## src/rtl/core/ebrc_pkg.sv

```systemverilog
package ebrc_pkg;

  // fixed field widths
  localparam int TS_W        = 40;
  localparam int ANGLE_W     = 12;
  localparam int STATE_W     = 2;
  localparam int COUNT_OUT_W = 7;
  localparam int WINDOW_W    = 20;
  localparam int CFG_IDX_W   = 3;
  localparam int CFG_DATA_W  = 20;

  // defaults for the top level parameters
  localparam int DEF_FIFO_DEPTH = 64;
  localparam int DEF_TIME_WIDTH = 40;

  // eye state codes
  localparam logic [STATE_W-1:0] EYE_OPEN   = 2'd1;
  localparam logic [STATE_W-1:0] EYE_CLOSED = 2'd2;

  // register indexes
  localparam logic [CFG_IDX_W-1:0] REG_ANGLE_GATE = 3'd0;
  localparam logic [CFG_IDX_W-1:0] REG_PITCH_HI   = 3'd1;
  localparam logic [CFG_IDX_W-1:0] REG_YAW_LO     = 3'd2;
  localparam logic [CFG_IDX_W-1:0] REG_YAW_HI     = 3'd3;
  localparam logic [CFG_IDX_W-1:0] REG_WINDOW     = 3'd4;

  // register reset values
  localparam logic signed [ANGLE_W-1:0] RST_PITCH_HI = 12'sd1800;
  localparam logic signed [ANGLE_W-1:0] RST_YAW_LO   = -12'sd1800;
  localparam logic signed [ANGLE_W-1:0] RST_YAW_HI   = 12'sd1800;
  localparam logic [WINDOW_W-1:0]       RST_WINDOW   = 20'd60000;

  // controller to datapath
  typedef struct packed {
    logic latch;
    logic eval;
    logic rd_req;
    logic pop;
    logic load_out;
  } ebrc_cmd_t;

  // datapath to controller
  typedef struct packed {
    logic blink;
    logic more;
    logic stale;
  } ebrc_sts_t;

endpackage

```

## src/rtl/core/ebrc_if.sv

```systemverilog
interface ebrc_frame_if import ebrc_pkg::*; ();
  logic                      valid;
  logic                      ready;
  logic [STATE_W-1:0]        eye_code;
  logic signed [ANGLE_W-1:0] head_pitch;
  logic signed [ANGLE_W-1:0] head_yaw;
  logic [TS_W-1:0]           frame_time_ms;

  modport source (output valid, eye_code, head_pitch, head_yaw, frame_time_ms,
                  input ready);
  modport sink (input valid, eye_code, head_pitch, head_yaw, frame_time_ms,
                output ready);
endinterface

interface ebrc_result_if import ebrc_pkg::*; ();
  logic                   valid;
  logic                   ready;
  logic                   blink_seen;
  logic [TS_W-1:0]        closing_start_ms;
  logic [TS_W-1:0]        closing_end_ms;
  logic [TS_W-1:0]        blink_length_ms;
  logic [COUNT_OUT_W-1:0] blinks_in_window;
  logic                   frame_skipped;

  modport source (output valid, blink_seen, closing_start_ms, closing_end_ms,
                  blink_length_ms, blinks_in_window, frame_skipped,
                  input ready);
  modport sink (input valid, blink_seen, closing_start_ms, closing_end_ms,
                blink_length_ms, blinks_in_window, frame_skipped,
                output ready);
endinterface

interface ebrc_cfg_if import ebrc_pkg::*; ();
  logic                  valid;
  logic                  ready;
  logic [CFG_IDX_W-1:0]  reg_index;
  logic [CFG_DATA_W-1:0] wdata;

  modport source (output valid, reg_index, wdata, input ready);
  modport sink (input valid, reg_index, wdata, output ready);
endinterface

```

## src/rtl/core/ebrc_ctrl.sv

```systemverilog
module ebrc_ctrl import ebrc_pkg::*; (
  input  logic      clk,
  input  logic      rst,
  input  logic      in_valid,
  output logic      in_ready,
  output logic      out_valid,
  input  logic      out_ready,
  input  ebrc_sts_t sts,
  output ebrc_cmd_t cmd
);

  typedef enum logic [2:0] {
    ST_IDLE,
    ST_EVAL,
    ST_READ,
    ST_CHECK,
    ST_EMIT
  } state_t;

  state_t state;
  state_t state_next;

  always_comb begin
    cmd          = '0;
    cmd.latch    = (state == ST_IDLE) && in_valid;
    cmd.eval     = (state == ST_EVAL);
    cmd.rd_req   = (state == ST_READ) && sts.more;
    cmd.pop      = (state == ST_CHECK) && sts.stale;
    cmd.load_out = (state == ST_EMIT) && (!out_valid || out_ready);
  end

  assign in_ready = (state == ST_IDLE);

  always_comb begin
    state_next = state;
    case (state)
      ST_IDLE:  if (in_valid) state_next = ST_EVAL;
      ST_EVAL:  state_next = sts.blink ? ST_READ : ST_EMIT;
      ST_READ:  state_next = sts.more ? ST_CHECK : ST_EMIT;
      ST_CHECK: state_next = sts.stale ? ST_READ : ST_EMIT;
      ST_EMIT:  if (cmd.load_out) state_next = ST_IDLE;
      default:  state_next = ST_IDLE;
    endcase
  end

  always_ff @(posedge clk) begin
    if (rst) begin
      state     <= ST_IDLE;
      out_valid <= 1'b0;
    end else begin
      state <= state_next;
      if (cmd.load_out) begin
        out_valid <= 1'b1;
      end else if (out_ready) begin
        out_valid <= 1'b0;
      end
    end
  end

endmodule

```

## src/rtl/core/ebrc_dp.sv

```systemverilog
module ebrc_dp import ebrc_pkg::*; #(
  parameter int BLINK_FIFO_DEPTH = DEF_FIFO_DEPTH,
  parameter int TIME_WIDTH       = DEF_TIME_WIDTH
) (
  input  logic                      clk,
  input  logic                      rst,
  input  ebrc_cmd_t                 cmd,
  output ebrc_sts_t                 sts,
  input  logic [STATE_W-1:0]        eye_code,
  input  logic signed [ANGLE_W-1:0] head_pitch,
  input  logic signed [ANGLE_W-1:0] head_yaw,
  input  logic [TS_W-1:0]           frame_time_ms,
  input  logic                      cfg_valid,
  input  logic [CFG_IDX_W-1:0]      cfg_index,
  input  logic [CFG_DATA_W-1:0]     cfg_wdata,
  output logic                      blink_seen,
  output logic [TS_W-1:0]           closing_start_ms,
  output logic [TS_W-1:0]           closing_end_ms,
  output logic [TS_W-1:0]           blink_length_ms,
  output logic [COUNT_OUT_W-1:0]    blinks_in_window,
  output logic                      frame_skipped
);

  localparam int AW = $clog2(BLINK_FIFO_DEPTH);
  localparam int CW = $clog2(BLINK_FIFO_DEPTH + 1);
  localparam logic [CW-1:0] DEPTH_C  = CW'(BLINK_FIFO_DEPTH);
  localparam logic [AW:0]   DEPTH_X  = (AW + 1)'(BLINK_FIFO_DEPTH);
  localparam logic [AW-1:0] LAST_IDX = AW'(BLINK_FIFO_DEPTH - 1);

  // configuration
  logic                      gate_en;
  logic signed [ANGLE_W-1:0] pitch_hi;
  logic signed [ANGLE_W-1:0] yaw_lo;
  logic signed [ANGLE_W-1:0] yaw_hi;
  logic [WINDOW_W-1:0]       window;

  // frame held while it is worked on
  logic [STATE_W-1:0]        st_q;
  logic signed [ANGLE_W-1:0] pitch_q;
  logic signed [ANGLE_W-1:0] yaw_q;
  logic [TIME_WIDTH-1:0]     now_q;

  // detector and fifo state
  logic                  open_armed;
  logic                  closure_seen;
  logic [TIME_WIDTH-1:0] last_open_time;
  logic [AW-1:0]         fifo_head;
  logic [CW-1:0]         fifo_count;
  logic [TIME_WIDTH-1:0] fifo_mem [BLINK_FIFO_DEPTH];
  logic [TIME_WIDTH-1:0] rd_data;

  // result of the frame, before the output stage
  logic                  res_blink;
  logic                  res_skip;
  logic [TIME_WIDTH-1:0] res_start;
  logic [TIME_WIDTH-1:0] res_end;
  logic [TIME_WIDTH-1:0] res_len;

  logic                  angle_out;
  logic                  skip;
  logic                  blink;
  logic                  full;
  logic                  mem_we;
  logic [AW:0]           wr_sum;
  logic [AW-1:0]         wr_addr;
  logic [AW-1:0]         head_inc;
  logic [TIME_WIDTH-1:0] age;

  assign angle_out = gate_en && (pitch_q > pitch_hi || yaw_q > yaw_hi || yaw_q < yaw_lo);
  assign skip      = !(st_q == EYE_OPEN || st_q == EYE_CLOSED) || angle_out;
  assign blink     = !skip && (st_q == EYE_OPEN) && open_armed && closure_seen;
  assign full      = (fifo_count == DEPTH_C);
  assign mem_we    = cmd.eval && blink;

  // tail slot, wrapped once
  assign wr_sum  = {1'b0, fifo_head} + (AW + 1)'(fifo_count);
  always_comb begin
    if (wr_sum >= DEPTH_X) begin
      wr_addr = AW'(wr_sum - DEPTH_X);
    end else begin
      wr_addr = wr_sum[AW-1:0];
    end
  end

  assign head_inc = (fifo_head == LAST_IDX) ? '0 : fifo_head + 1'b1;
  assign age      = now_q - rd_data;

  assign sts.blink = blink;
  assign sts.more  = (fifo_count > CW'(1));
  assign sts.stale = (age > TIME_WIDTH'(window));

  always_ff @(posedge clk) begin
    if (rst) begin
      gate_en  <= 1'b0;
      pitch_hi <= RST_PITCH_HI;
      yaw_lo   <= RST_YAW_LO;
      yaw_hi   <= RST_YAW_HI;
      window   <= RST_WINDOW;
    end else if (cfg_valid) begin
      case (cfg_index)
        REG_ANGLE_GATE: gate_en  <= cfg_wdata[0];
        REG_PITCH_HI:   pitch_hi <= signed'(cfg_wdata[ANGLE_W-1:0]);
        REG_YAW_LO:     yaw_lo   <= signed'(cfg_wdata[ANGLE_W-1:0]);
        REG_YAW_HI:     yaw_hi   <= signed'(cfg_wdata[ANGLE_W-1:0]);
        REG_WINDOW:     window   <= cfg_wdata[WINDOW_W-1:0];
        default: ;
      endcase
    end
  end

  always_ff @(posedge clk) begin
    if (cmd.latch) begin
      st_q    <= eye_code;
      pitch_q <= head_pitch;
      yaw_q   <= head_yaw;
      now_q   <= TIME_WIDTH'(frame_time_ms);
    end
  end

  always_ff @(posedge clk) begin
    if (rst) begin
      open_armed     <= 1'b0;
      closure_seen   <= 1'b0;
      last_open_time <= '0;
      fifo_head      <= '0;
      fifo_count     <= '0;
    end else if (cmd.eval) begin
      if (!skip) begin
        if (st_q == EYE_CLOSED) begin
          closure_seen <= 1'b1;
        end else begin
          open_armed     <= 1'b1;
          closure_seen   <= 1'b0;
          last_open_time <= now_q;
          if (blink) begin
            // full: oldest slot is overwritten and head moves on
            if (full) begin
              fifo_head <= head_inc;
            end else begin
              fifo_count <= fifo_count + 1'b1;
            end
          end
        end
      end
    end else if (cmd.pop) begin
      fifo_head  <= head_inc;
      fifo_count <= fifo_count - 1'b1;
    end
  end

  always_ff @(posedge clk) begin
    if (cmd.eval) begin
      res_skip  <= skip;
      res_blink <= blink;
      res_start <= blink ? last_open_time : '0;
      res_end   <= blink ? now_q : '0;
      res_len   <= blink ? now_q - last_open_time : '0;
    end
  end

  always_ff @(posedge clk) begin
    if (mem_we) begin
      fifo_mem[wr_addr] <= now_q;
    end
    if (cmd.rd_req) begin
      rd_data <= fifo_mem[fifo_head];
    end
  end

  always_ff @(posedge clk) begin
    if (cmd.load_out) begin
      blink_seen       <= res_blink;
      frame_skipped    <= res_skip;
      closing_start_ms <= TS_W'(res_start);
      closing_end_ms   <= TS_W'(res_end);
      blink_length_ms  <= TS_W'(res_len);
      blinks_in_window <= COUNT_OUT_W'(fifo_count);
    end
  end

  a_count_range: assert property (@(posedge clk) disable iff (rst)
    fifo_count <= DEPTH_C)
    else $error("fifo count above depth");

  a_head_range: assert property (@(posedge clk) disable iff (rst)
    int'(fifo_head) < BLINK_FIFO_DEPTH)
    else $error("fifo head out of range");

  a_pop_keeps_newest: assert property (@(posedge clk) disable iff (rst)
    cmd.pop |-> fifo_count > CW'(1))
    else $error("pop would drop the newest blink");

  a_push_fills: assert property (@(posedge clk) disable iff (rst)
    mem_we |=> fifo_count != '0)
    else $error("fifo empty after a push");

endmodule

```

## src/rtl/core/eye_blink_rate_counter_core.sv

```systemverilog
// flow: an accepted frame is held and evaluated; after a blink the fifo head is read and its
//   age compared, stale entries are popped until one is left or the head is in the window
// throughput: a new frame is accepted only in the idle state, once the word of the last one is
//   loaded; the read-compare-pop loop over the blink time memory and output back pressure slow it
// reset: rst is synchronous; it clears the detector, the fifo pointers and the output
//   valid and loads the register defaults; the blink time memory itself is not cleared
module eye_blink_rate_counter_core import ebrc_pkg::*; #(
  parameter int BLINK_FIFO_DEPTH = DEF_FIFO_DEPTH,
  parameter int TIME_WIDTH       = DEF_TIME_WIDTH
) (
  input logic             clk,
  input logic             rst,
  ebrc_frame_if.sink      frame_in,
  ebrc_result_if.source   result_out,
  ebrc_cfg_if.sink        cfg
);

  // command and status between sequencer and datapath
  ebrc_cmd_t cmd;
  ebrc_sts_t sts;

  // register writes always taken; user must write only while block is idle, not enforced
  assign cfg.ready = 1'b1;

  // sequencer: idle -> evaluate -> (read head, check age)* -> emit word
  ebrc_ctrl u_ctrl (
    .clk       (clk),
    .rst       (rst),
    .in_valid  (frame_in.valid),
    .in_ready  (frame_in.ready),
    .out_valid (result_out.valid),
    .out_ready (result_out.ready),
    .sts       (sts),
    .cmd       (cmd)
  );

  // datapath: registers, blink detector, blink time fifo and output stage
  ebrc_dp #(
    .BLINK_FIFO_DEPTH (BLINK_FIFO_DEPTH),
    .TIME_WIDTH       (TIME_WIDTH)
  ) u_dp (
    .clk              (clk),
    .rst              (rst),
    .cmd              (cmd),
    .sts              (sts),
    .eye_code         (frame_in.eye_code),
    .head_pitch       (frame_in.head_pitch),
    .head_yaw         (frame_in.head_yaw),
    .frame_time_ms    (frame_in.frame_time_ms),
    .cfg_valid        (cfg.valid),
    .cfg_index        (cfg.reg_index),
    .cfg_wdata        (cfg.wdata),
    .blink_seen       (result_out.blink_seen),
    .closing_start_ms (result_out.closing_start_ms),
    .closing_end_ms   (result_out.closing_end_ms),
    .blink_length_ms  (result_out.blink_length_ms),
    .blinks_in_window (result_out.blinks_in_window),
    .frame_skipped    (result_out.frame_skipped)
  );

endmodule

```

## src/flat_wrapper.sv

```systemverilog
// flat-port wrapper written by rule: the top's interface ports become plain ports
module eye_blink_rate_counter_core_flat import ebrc_pkg::*;
#(
  parameter int BLINK_FIFO_DEPTH = DEF_FIFO_DEPTH,
  parameter int TIME_WIDTH       = DEF_TIME_WIDTH
)
  (clk, rst, frame_in_valid, frame_in_eye_code, frame_in_head_pitch, frame_in_head_yaw, frame_in_frame_time_ms, frame_in_ready, result_out_valid, result_out_blink_seen, result_out_closing_start_ms, result_out_closing_end_ms, result_out_blink_length_ms, result_out_blinks_in_window, result_out_frame_skipped, result_out_ready, cfg_valid, cfg_reg_index, cfg_wdata, cfg_ready);
  ebrc_frame_if frame_in_i ();
  ebrc_result_if result_out_i ();
  ebrc_cfg_if cfg_i ();
  input logic clk;
  input logic rst;
  input wire logic [$bits(frame_in_i.valid)-1:0] frame_in_valid;
  input wire logic [$bits(frame_in_i.eye_code)-1:0] frame_in_eye_code;
  input wire logic [$bits(frame_in_i.head_pitch)-1:0] frame_in_head_pitch;
  input wire logic [$bits(frame_in_i.head_yaw)-1:0] frame_in_head_yaw;
  input wire logic [$bits(frame_in_i.frame_time_ms)-1:0] frame_in_frame_time_ms;
  output wire logic [$bits(frame_in_i.ready)-1:0] frame_in_ready;
  output wire logic [$bits(result_out_i.valid)-1:0] result_out_valid;
  output wire logic [$bits(result_out_i.blink_seen)-1:0] result_out_blink_seen;
  output wire logic [$bits(result_out_i.closing_start_ms)-1:0] result_out_closing_start_ms;
  output wire logic [$bits(result_out_i.closing_end_ms)-1:0] result_out_closing_end_ms;
  output wire logic [$bits(result_out_i.blink_length_ms)-1:0] result_out_blink_length_ms;
  output wire logic [$bits(result_out_i.blinks_in_window)-1:0] result_out_blinks_in_window;
  output wire logic [$bits(result_out_i.frame_skipped)-1:0] result_out_frame_skipped;
  input wire logic [$bits(result_out_i.ready)-1:0] result_out_ready;
  input wire logic [$bits(cfg_i.valid)-1:0] cfg_valid;
  input wire logic [$bits(cfg_i.reg_index)-1:0] cfg_reg_index;
  input wire logic [$bits(cfg_i.wdata)-1:0] cfg_wdata;
  output wire logic [$bits(cfg_i.ready)-1:0] cfg_ready;
  assign frame_in_i.valid = frame_in_valid;
  assign frame_in_i.eye_code = frame_in_eye_code;
  assign frame_in_i.head_pitch = frame_in_head_pitch;
  assign frame_in_i.head_yaw = frame_in_head_yaw;
  assign frame_in_i.frame_time_ms = frame_in_frame_time_ms;
  assign frame_in_ready = frame_in_i.ready;
  assign result_out_valid = result_out_i.valid;
  assign result_out_blink_seen = result_out_i.blink_seen;
  assign result_out_closing_start_ms = result_out_i.closing_start_ms;
  assign result_out_closing_end_ms = result_out_i.closing_end_ms;
  assign result_out_blink_length_ms = result_out_i.blink_length_ms;
  assign result_out_blinks_in_window = result_out_i.blinks_in_window;
  assign result_out_frame_skipped = result_out_i.frame_skipped;
  assign result_out_i.ready = result_out_ready;
  assign cfg_i.valid = cfg_valid;
  assign cfg_i.reg_index = cfg_reg_index;
  assign cfg_i.wdata = cfg_wdata;
  assign cfg_ready = cfg_i.ready;
  eye_blink_rate_counter_core #(.BLINK_FIFO_DEPTH(BLINK_FIFO_DEPTH), .TIME_WIDTH(TIME_WIDTH)) u_core (.clk(clk), .rst(rst), .frame_in(frame_in_i), .result_out(result_out_i), .cfg(cfg_i));
endmodule
```

## config.mk

```make
export PLATFORM = sky130hd
export DESIGN_NAME = eye_blink_rate_counter_core_flat
export DESIGN_NICKNAME = d
export VERILOG_FILES = /design/src/rtl/core/ebrc_pkg.sv /design/src/rtl/core/ebrc_if.sv /design/src/rtl/core/ebrc_ctrl.sv /design/src/rtl/core/ebrc_dp.sv /design/src/rtl/core/eye_blink_rate_counter_core.sv /design/src/flat_wrapper.sv
export SDC_FILE = /design/constraint.sdc
export NUM_CORES = 2
export LEC_CHECK = 0
export CORE_UTILIZATION = 42
export DETAILED_ROUTE_END_ITERATION = 8
export DONT_BUFFER_PORTS = 1
export PLACE_DENSITY = 0.64
export SETUP_SLACK_MARGIN = 0.4
export SLEW_MARGIN = 0
export SYNTH_ARGS = -nofsm -noshare
export SYNTH_HDL_FRONTEND = slang
export SYNTH_HIERARCHICAL = 1
export SYNTH_SLANG_ARGS = --single-unit
```

## constraint.sdc

```tcl
create_clock -name clk -period 9.2 [get_ports clk]
set_input_delay 0.92 -clock clk [delete_from_list [all_inputs] [get_ports clk]]
set_output_delay 0.92 -clock clk [all_outputs]
set_load 0.1 [all_outputs]
```

Yosys cells after proc, flatten, opt, wreduce, memory -nomap -nowiden
Memory sizes are Yosys's and may differ from the RTL's. A register that Yosys moved wholly into a read port is not among the register bits.
Cells that the tools add are included.
{"block": "totals", "ff_bits": 433, "ram_bits": 2560, "in_bits": 94, "word_cells": 118, "mem_count": 1}
{"block": "classes", "addsub": 7, "magnitude_cmp": 6, "eq_ne": 19, "muxes": 25, "bitwise": 2, "reduce_logical": 31}
{"memory": "u_core.u_dp.fifo_mem", "words": 64, "width": 40, "rd": 1, "rd_ports_with_merged_regs": 1, "wr": 1, "line": "ebrc_dp.sv:49", "text": "logic [TIME_WIDTH-1:0] fifo_mem [BLINK_FIFO_DEPTH];"}
{"cell": "$sub 40x40->40", "n": 2}
{"cell": "$mux 6", "n": 8}
{"cell": "$mux 7", "n": 6}
{"cell": "$gt 40x20->1", "n": 1}
{"cell": "$gt 12x12->1", "n": 2}
{"cell": "$mux 3", "n": 5}
{"cell": "$pmux 3 s5", "n": 1}
{"cell": "$reduce_and 2->1", "n": 7}
{"cell": "$eq 3x2->1 const B", "n": 4}
{"cell": "$lt 12x12->1", "n": 1}
{"cell": "$reduce_and 5->1", "n": 2}
{"cell": "$logic_and 1x1->1", "n": 9}
{"cell": "$ne 2x2->1 const B", "n": 4}
{"cell": "$add 6x7->7", "n": 1}
{"cell": "$add 7x1->7 const B", "n": 1}
{"cell": "$eq 7x7->1 const B", "n": 1}
{"cell": "$ge 7x7->1 const B", "n": 1}
{"cell": "$gt 7x1->1 const B", "n": 1}
{"cell": "$sub 7x1->7 const B", "n": 1}
{"cell": "$add 6x1->6 const B", "n": 1}
{"cell": "$eq 3x1->1 const B", "n": 2}
{"cell": "$eq 3x3->1 const B", "n": 2}
{"cell": "$eq 6x6->1 const B", "n": 1}
{"cell": "$logic_not 3->1", "n": 2}
{"cell": "other kinds (10)", "n": 24}

Depth between registers and ports, before layout
{"block": "depth", "depth_word": 13, "ltp_mapped": 34}

By module
The synthesis kept the hierarchy.
{"mod": "ebrc_dp", "n_inst": 1, "cells_each": 5598, "area_each_um2": 118643.8}
{"mod": "ebrc_ctrl", "n_inst": 1, "cells_each": 29, "area_each_um2": 232.7}
{"mod": "eye_blink_rate_counter_core", "n_inst": 1, "cells_each": 2, "area_each_um2": 11.3}

Worst setup path before layout
OpenSTA, ideal clock, no wires.
{"block": "synth_timing", "path_type": "register -> register", "from": "register u_core.u_ctrl.state[2]", "to": "memory u_core/u_dp/fifo_mem[51][0] (netlist bit) (enable)", "setup_ns": 0.438, "arrival_ns": 8.345, "required_time_ns": 8.762, "path_slack_ns": 0.418, "stages_incl_launch_ff": 8, "n_path_buf": 1, "cell_sequence": "dfxtp_1 -> nand2b_1 -> nor2_1 -> clkbuf_1 -> nand3b_1 -> nor2_1 -> nand2_1 -> nor2_1"}
{"element": "start, declared", "line": "ebrc_ctrl.sv:20", "text": "state_t state;"}
{"element": "start signal, assigned", "line": "ebrc_ctrl.sv:51", "text": "state <= state_next;"}
{"element": "end, declared", "line": "ebrc_dp.sv:49"}

==> metrics.yaml <==
timing:
  finalCritPeriodShare_pct: 72.8
  fin_setup_tns_ns: 0
  fin_worst_skew_ns: 0.0612
  rsz0062_at_grt: "no"
  hold_violations: 0
  slew_headroom_pct: 19.3
  final_max_slew_viol_count: 0
  setup_violations: 0
  period_minus_slack_ns: 6.70
  layout_setup_ws_ns: 2.50
  holdWs_ns: 0.0656
  max_freq_mhz: 149
  tightest_slew_ns: 1.21
route:
  drtIter0Drc: 8430
  first_pass_iters: 5
  drc_errors: 0
  wl_mm: 325
  detail_route.wl_per_cell_um: 33.1
  ant_nets: 0
  route.met3.wl_mm: 32.3
  highest_layer: "met5"
  wl_met1_mm: 126
  viasPerCell: 6.05
  wl_met2_mm: 156
  routed-via-count: 59400
setup_path:
  cp-end-kind: "flip-flop"
  path_class: "flip-flop to flip-flop"
  critical_path_peak_fanout: 66
  slowest_delay_ns: 0.42
  crit_arrival_ns: 7.51
  critPathLaunchType: "flip-flop"
  r2r_start: "u_core/u_dp/now_q[0]$_DFFE_PP_"
  crit_path_frequent_cell: "nor2_1"
  cp_num_cells: 33
  r2r_end: "u_core/u_dp/fifo_head[4]$_SDFFE_PP0P_"
  reg2regPathDepth: 33
  critPathBufInv: 3
  worst_path_max_delay_cell: "fa_1"
  r2r_slack_ns: 2.50
  worstPathRequired_ns: 10.01
  crit_family: "compound AO/OA/AOI/OAI gates"
global_routing:
  grtUsageTotal_pct: 22.7
  grt_pass1_wl_mm: 454
  grt_pass1_vias: 58300
  grt_max_degree: 122
  antenna_found_initial: 37
  grt_overflow: 0
floorplan:
  die_y_um: 534
  rows: 194
  coreArea_um2: 280000
  start_util_pct: 42.4
  io_pins: 226
  die_area_um2: 285000
  dieWidth_um: 534
power:
  p_sw_mw: 5.77
  leakage_nw: 41.1
  netSwitchingFraction_pct: 20.5
  seqPwrFrac_pct: 54.6
  power_frac_clock_pct: 43.0
  combPwrFrac_pct: 2.4
  total_power_mw: 28.2
  p_per_area_nw_per_um2: 210
  internal_power_mw: 22.4
  peakVddDrop_mv: 0.213
clock_network:
  clk_pin_slew_worst_paths_ns: 0.06
  cts_buffers: 317
  insertion_delay_ns: 0.95
  post-cts-setup-buffers: 0
  clockBufferDepth: 4
  cts_hold_buf: 4
  cts-htree-levels: 5
  cts_sinks: 3033
  clockRootBuffer: "clkbuf_16"
  cts_tree: "yes"
  cts_resized: 0
placement:
  place_ws_ns: 2.60
  placed_cells: 9258
  placed_area_um2: 124000
  hpwl_mm: 182
  portBuffers: 0
  gp_congestion: 0.883
final_layout:
  drive_gt1_share_pct: 25.0
  finish.instance_area_um2: 134000
  instances_no_fill: 9812
  finish.utilization_pct: 47.8
  finalNetCount: 6099
  area_delta_synth_final_pct: 12.8
  fill_cells: 22600
yosys:
  syn_area_per_cell_um2: 21.1
  netlist_area_um2: 119000
  async_reset_ff_share_pct: 0
  synth_edf_count: 2917
  ys_warn_count: 6
  synth_ff_type: "edfxtp_1"
  syn_inst: 5629
  synth_nets: 5871
  synth_area_leaders: "edfxtp_1, mux4_2, dfxtp_1, ha_1, nand2_1"
  synth_top_area_share_pct: 73.7
  ys_types: 85
  ys_seq_area_share_pct: 75.6
  yosys.area.top_type: "edfxtp_1"
  ys_ff_latch: 3033
hold_path:
  min_from: "frame_in_head_yaw[8]"
  min_path_type: "primary input to flip-flop"
  min_path_cells: 0
  hold_end: "u_core/u_dp/yaw_q[8]$_DFFE_PP_"
flow_run:
  cap_violations: 0
status:
  status: "complete, no violations"
-- cells by family (layout without fill, tap and decap cells) --
group / Yosys count / count (layout) / share of synthesized area, %
mux: 866 / 866 / 16.1
compound gates: 413 / 413 / 2.27
xor+xnor: 71 / 71 / 0.523
simple gates: 679 / 679 / 2.57
flops: 3033 / 3033 / 75.6
other cells: 1 / 10 / 0.00315
fa+ha+maj: 148 / 148 / 1.58
buf+inv: 418 / 868 / 1.37
-- synth_stat cells (22+ instances only) --
| master | instances |
|---|---|
| buf_2 | 40 |
| a21oi_1 | 158 |
| a21o_1 | 45 |
| nand3_1 | 33 |
| and3_1 | 55 |
| ha_1 | 145 |
| edfxtp_1 | 2917 |
| nor2_1 | 232 |
| xor2_1 | 36 |
| xnor2_1 | 35 |
| buf_1 | 52 |
| mux2i_1 | 22 |
| clkbuf_1 | 162 |
| nand4_1 | 25 |
| dfxtp_1 | 116 |
| nand2_1 | 244 |
| o21ai_0 | 63 |
| mux4_2 | 832 |
| inv_1 | 162 |
-- power by group through the flow --
stage | sequential, mW | combinational (mW) | clock [mW]
3_3_place_gp | 15.7 | 0.636 | 0
5_1_grt | 15.4 | 0.730 | 12.8
2_1_floorplan | 15.8 | 0.309 | 0
4_1_cts | 15.4 | 0.667 | 12.3
6_report | 15.4 | 0.677 | 12.1
3_5_place_dp | 15.7 | 0.661 | 0
-- worst register-to-register path, delay by kind of cell, from the launching register on --
family	cells	cell delay, ns
DFF	1	0.35
and+or+nand+nor	13	2.05
buffers and inverters	3	0.60
xor gates and xnor gates	2	0.26
AOI/OAI and AO/OA	12	2.51
adders and majority gates	3	0.80
-- cell usage in the layout (no fill, tap or decap), types with 36 or more instances in the layout --
cell / count
a21o_1: 45
a21oi_1: 158
inv_1: 162
nor2_4: 66
xor2_1: 36
edfxtp_1: 2917
nor2_1: 164
and3_1: 54
mux4_2: 832
nand2_1: 243
o21ai_0: 63
clkinv_1: 57
clkinv_2: 49
clkbuf_16: 326
buf_4: 153
dfxtp_1: 110
clkbuf_1: 73
ha_1: 145
-- routing by layer --
layer / GRT usage (%) / vias to the layer above
met4: 7.53 / 6
met1: 31.1 / 31900
met3: 4.44 / 528
met5: 0 / -
met2: 36.4 / 3212
li1: - / 23700
-- area by class of cell --
cell class | count | area [um^2] | share of cell area (%)
sequential | 3033 | 89900 | 67.1
multi-input combinational | 2178 | 27900 | 20.8
clock buffer | 402 | 8460 | 6.31
tap | 3724 | 4660 | 3.48
timing repair buffer | 165 | 1350 | 1.01
clock inverter | 139 | 1150 | 0.857
inverter | 162 | 608 | 0.454
antenna | 9 | 22.5 | 0.0168
-- sequential cells by signal, summed over array words and instances (netlist names), 2 cells and up --
signal,flops
u_core/u_dp/fifo_mem,2560
u_core/u_dp/blink_length_ms,40
u_core/u_dp/closing_end_ms,40
u_core/u_dp/closing_start_ms,40
u_core/u_dp/last_open_time,40
u_core/u_dp/now_q,40
u_core/u_dp/rd_data,40
u_core/u_dp/res_end,40
u_core/u_dp/res_len,40
u_core/u_dp/res_start,40
u_core/u_dp/window,20
u_core/u_dp/pitch_hi,12
u_core/u_dp/pitch_q,12
u_core/u_dp/yaw_hi,12
u_core/u_dp/yaw_lo,12
u_core/u_dp/yaw_q,12
u_core/u_dp/blinks_in_window,7
u_core/u_dp/fifo_count,7
u_core/u_dp/fifo_head,6
u_core/u_ctrl/state,3
u_core/u_dp/st_q,2
-- how the worst max path moves through the flow --
stage | startpoint | to
detailed placement | u_core/u_dp/now_q[0]$_DFFE_PP_ | u_core/u_dp/fifo_head[3]$_SDFFE_PP0P_
floorplan | u_core/u_ctrl/state[2]$_SDFFE_PP0P_ | u_core/u_dp/fifo_mem[51][0]$_DFFE_PP_
global route | u_core/u_dp/now_q[0]$_DFFE_PP_ | u_core/u_dp/fifo_head[4]$_SDFFE_PP0P_
CTS | u_core/u_dp/now_q[0]$_DFFE_PP_ | u_core/u_dp/fifo_head[4]$_SDFFE_PP0P_
finish | u_core/u_dp/now_q[0]$_DFFE_PP_ | u_core/u_dp/fifo_head[4]$_SDFFE_PP0P_
global placement | u_core/u_dp/now_q[0]$_DFFE_PP_ | u_core/u_dp/fifo_head[4]$_SDFFE_PP0P_
(Power assumes the default switching activity.)
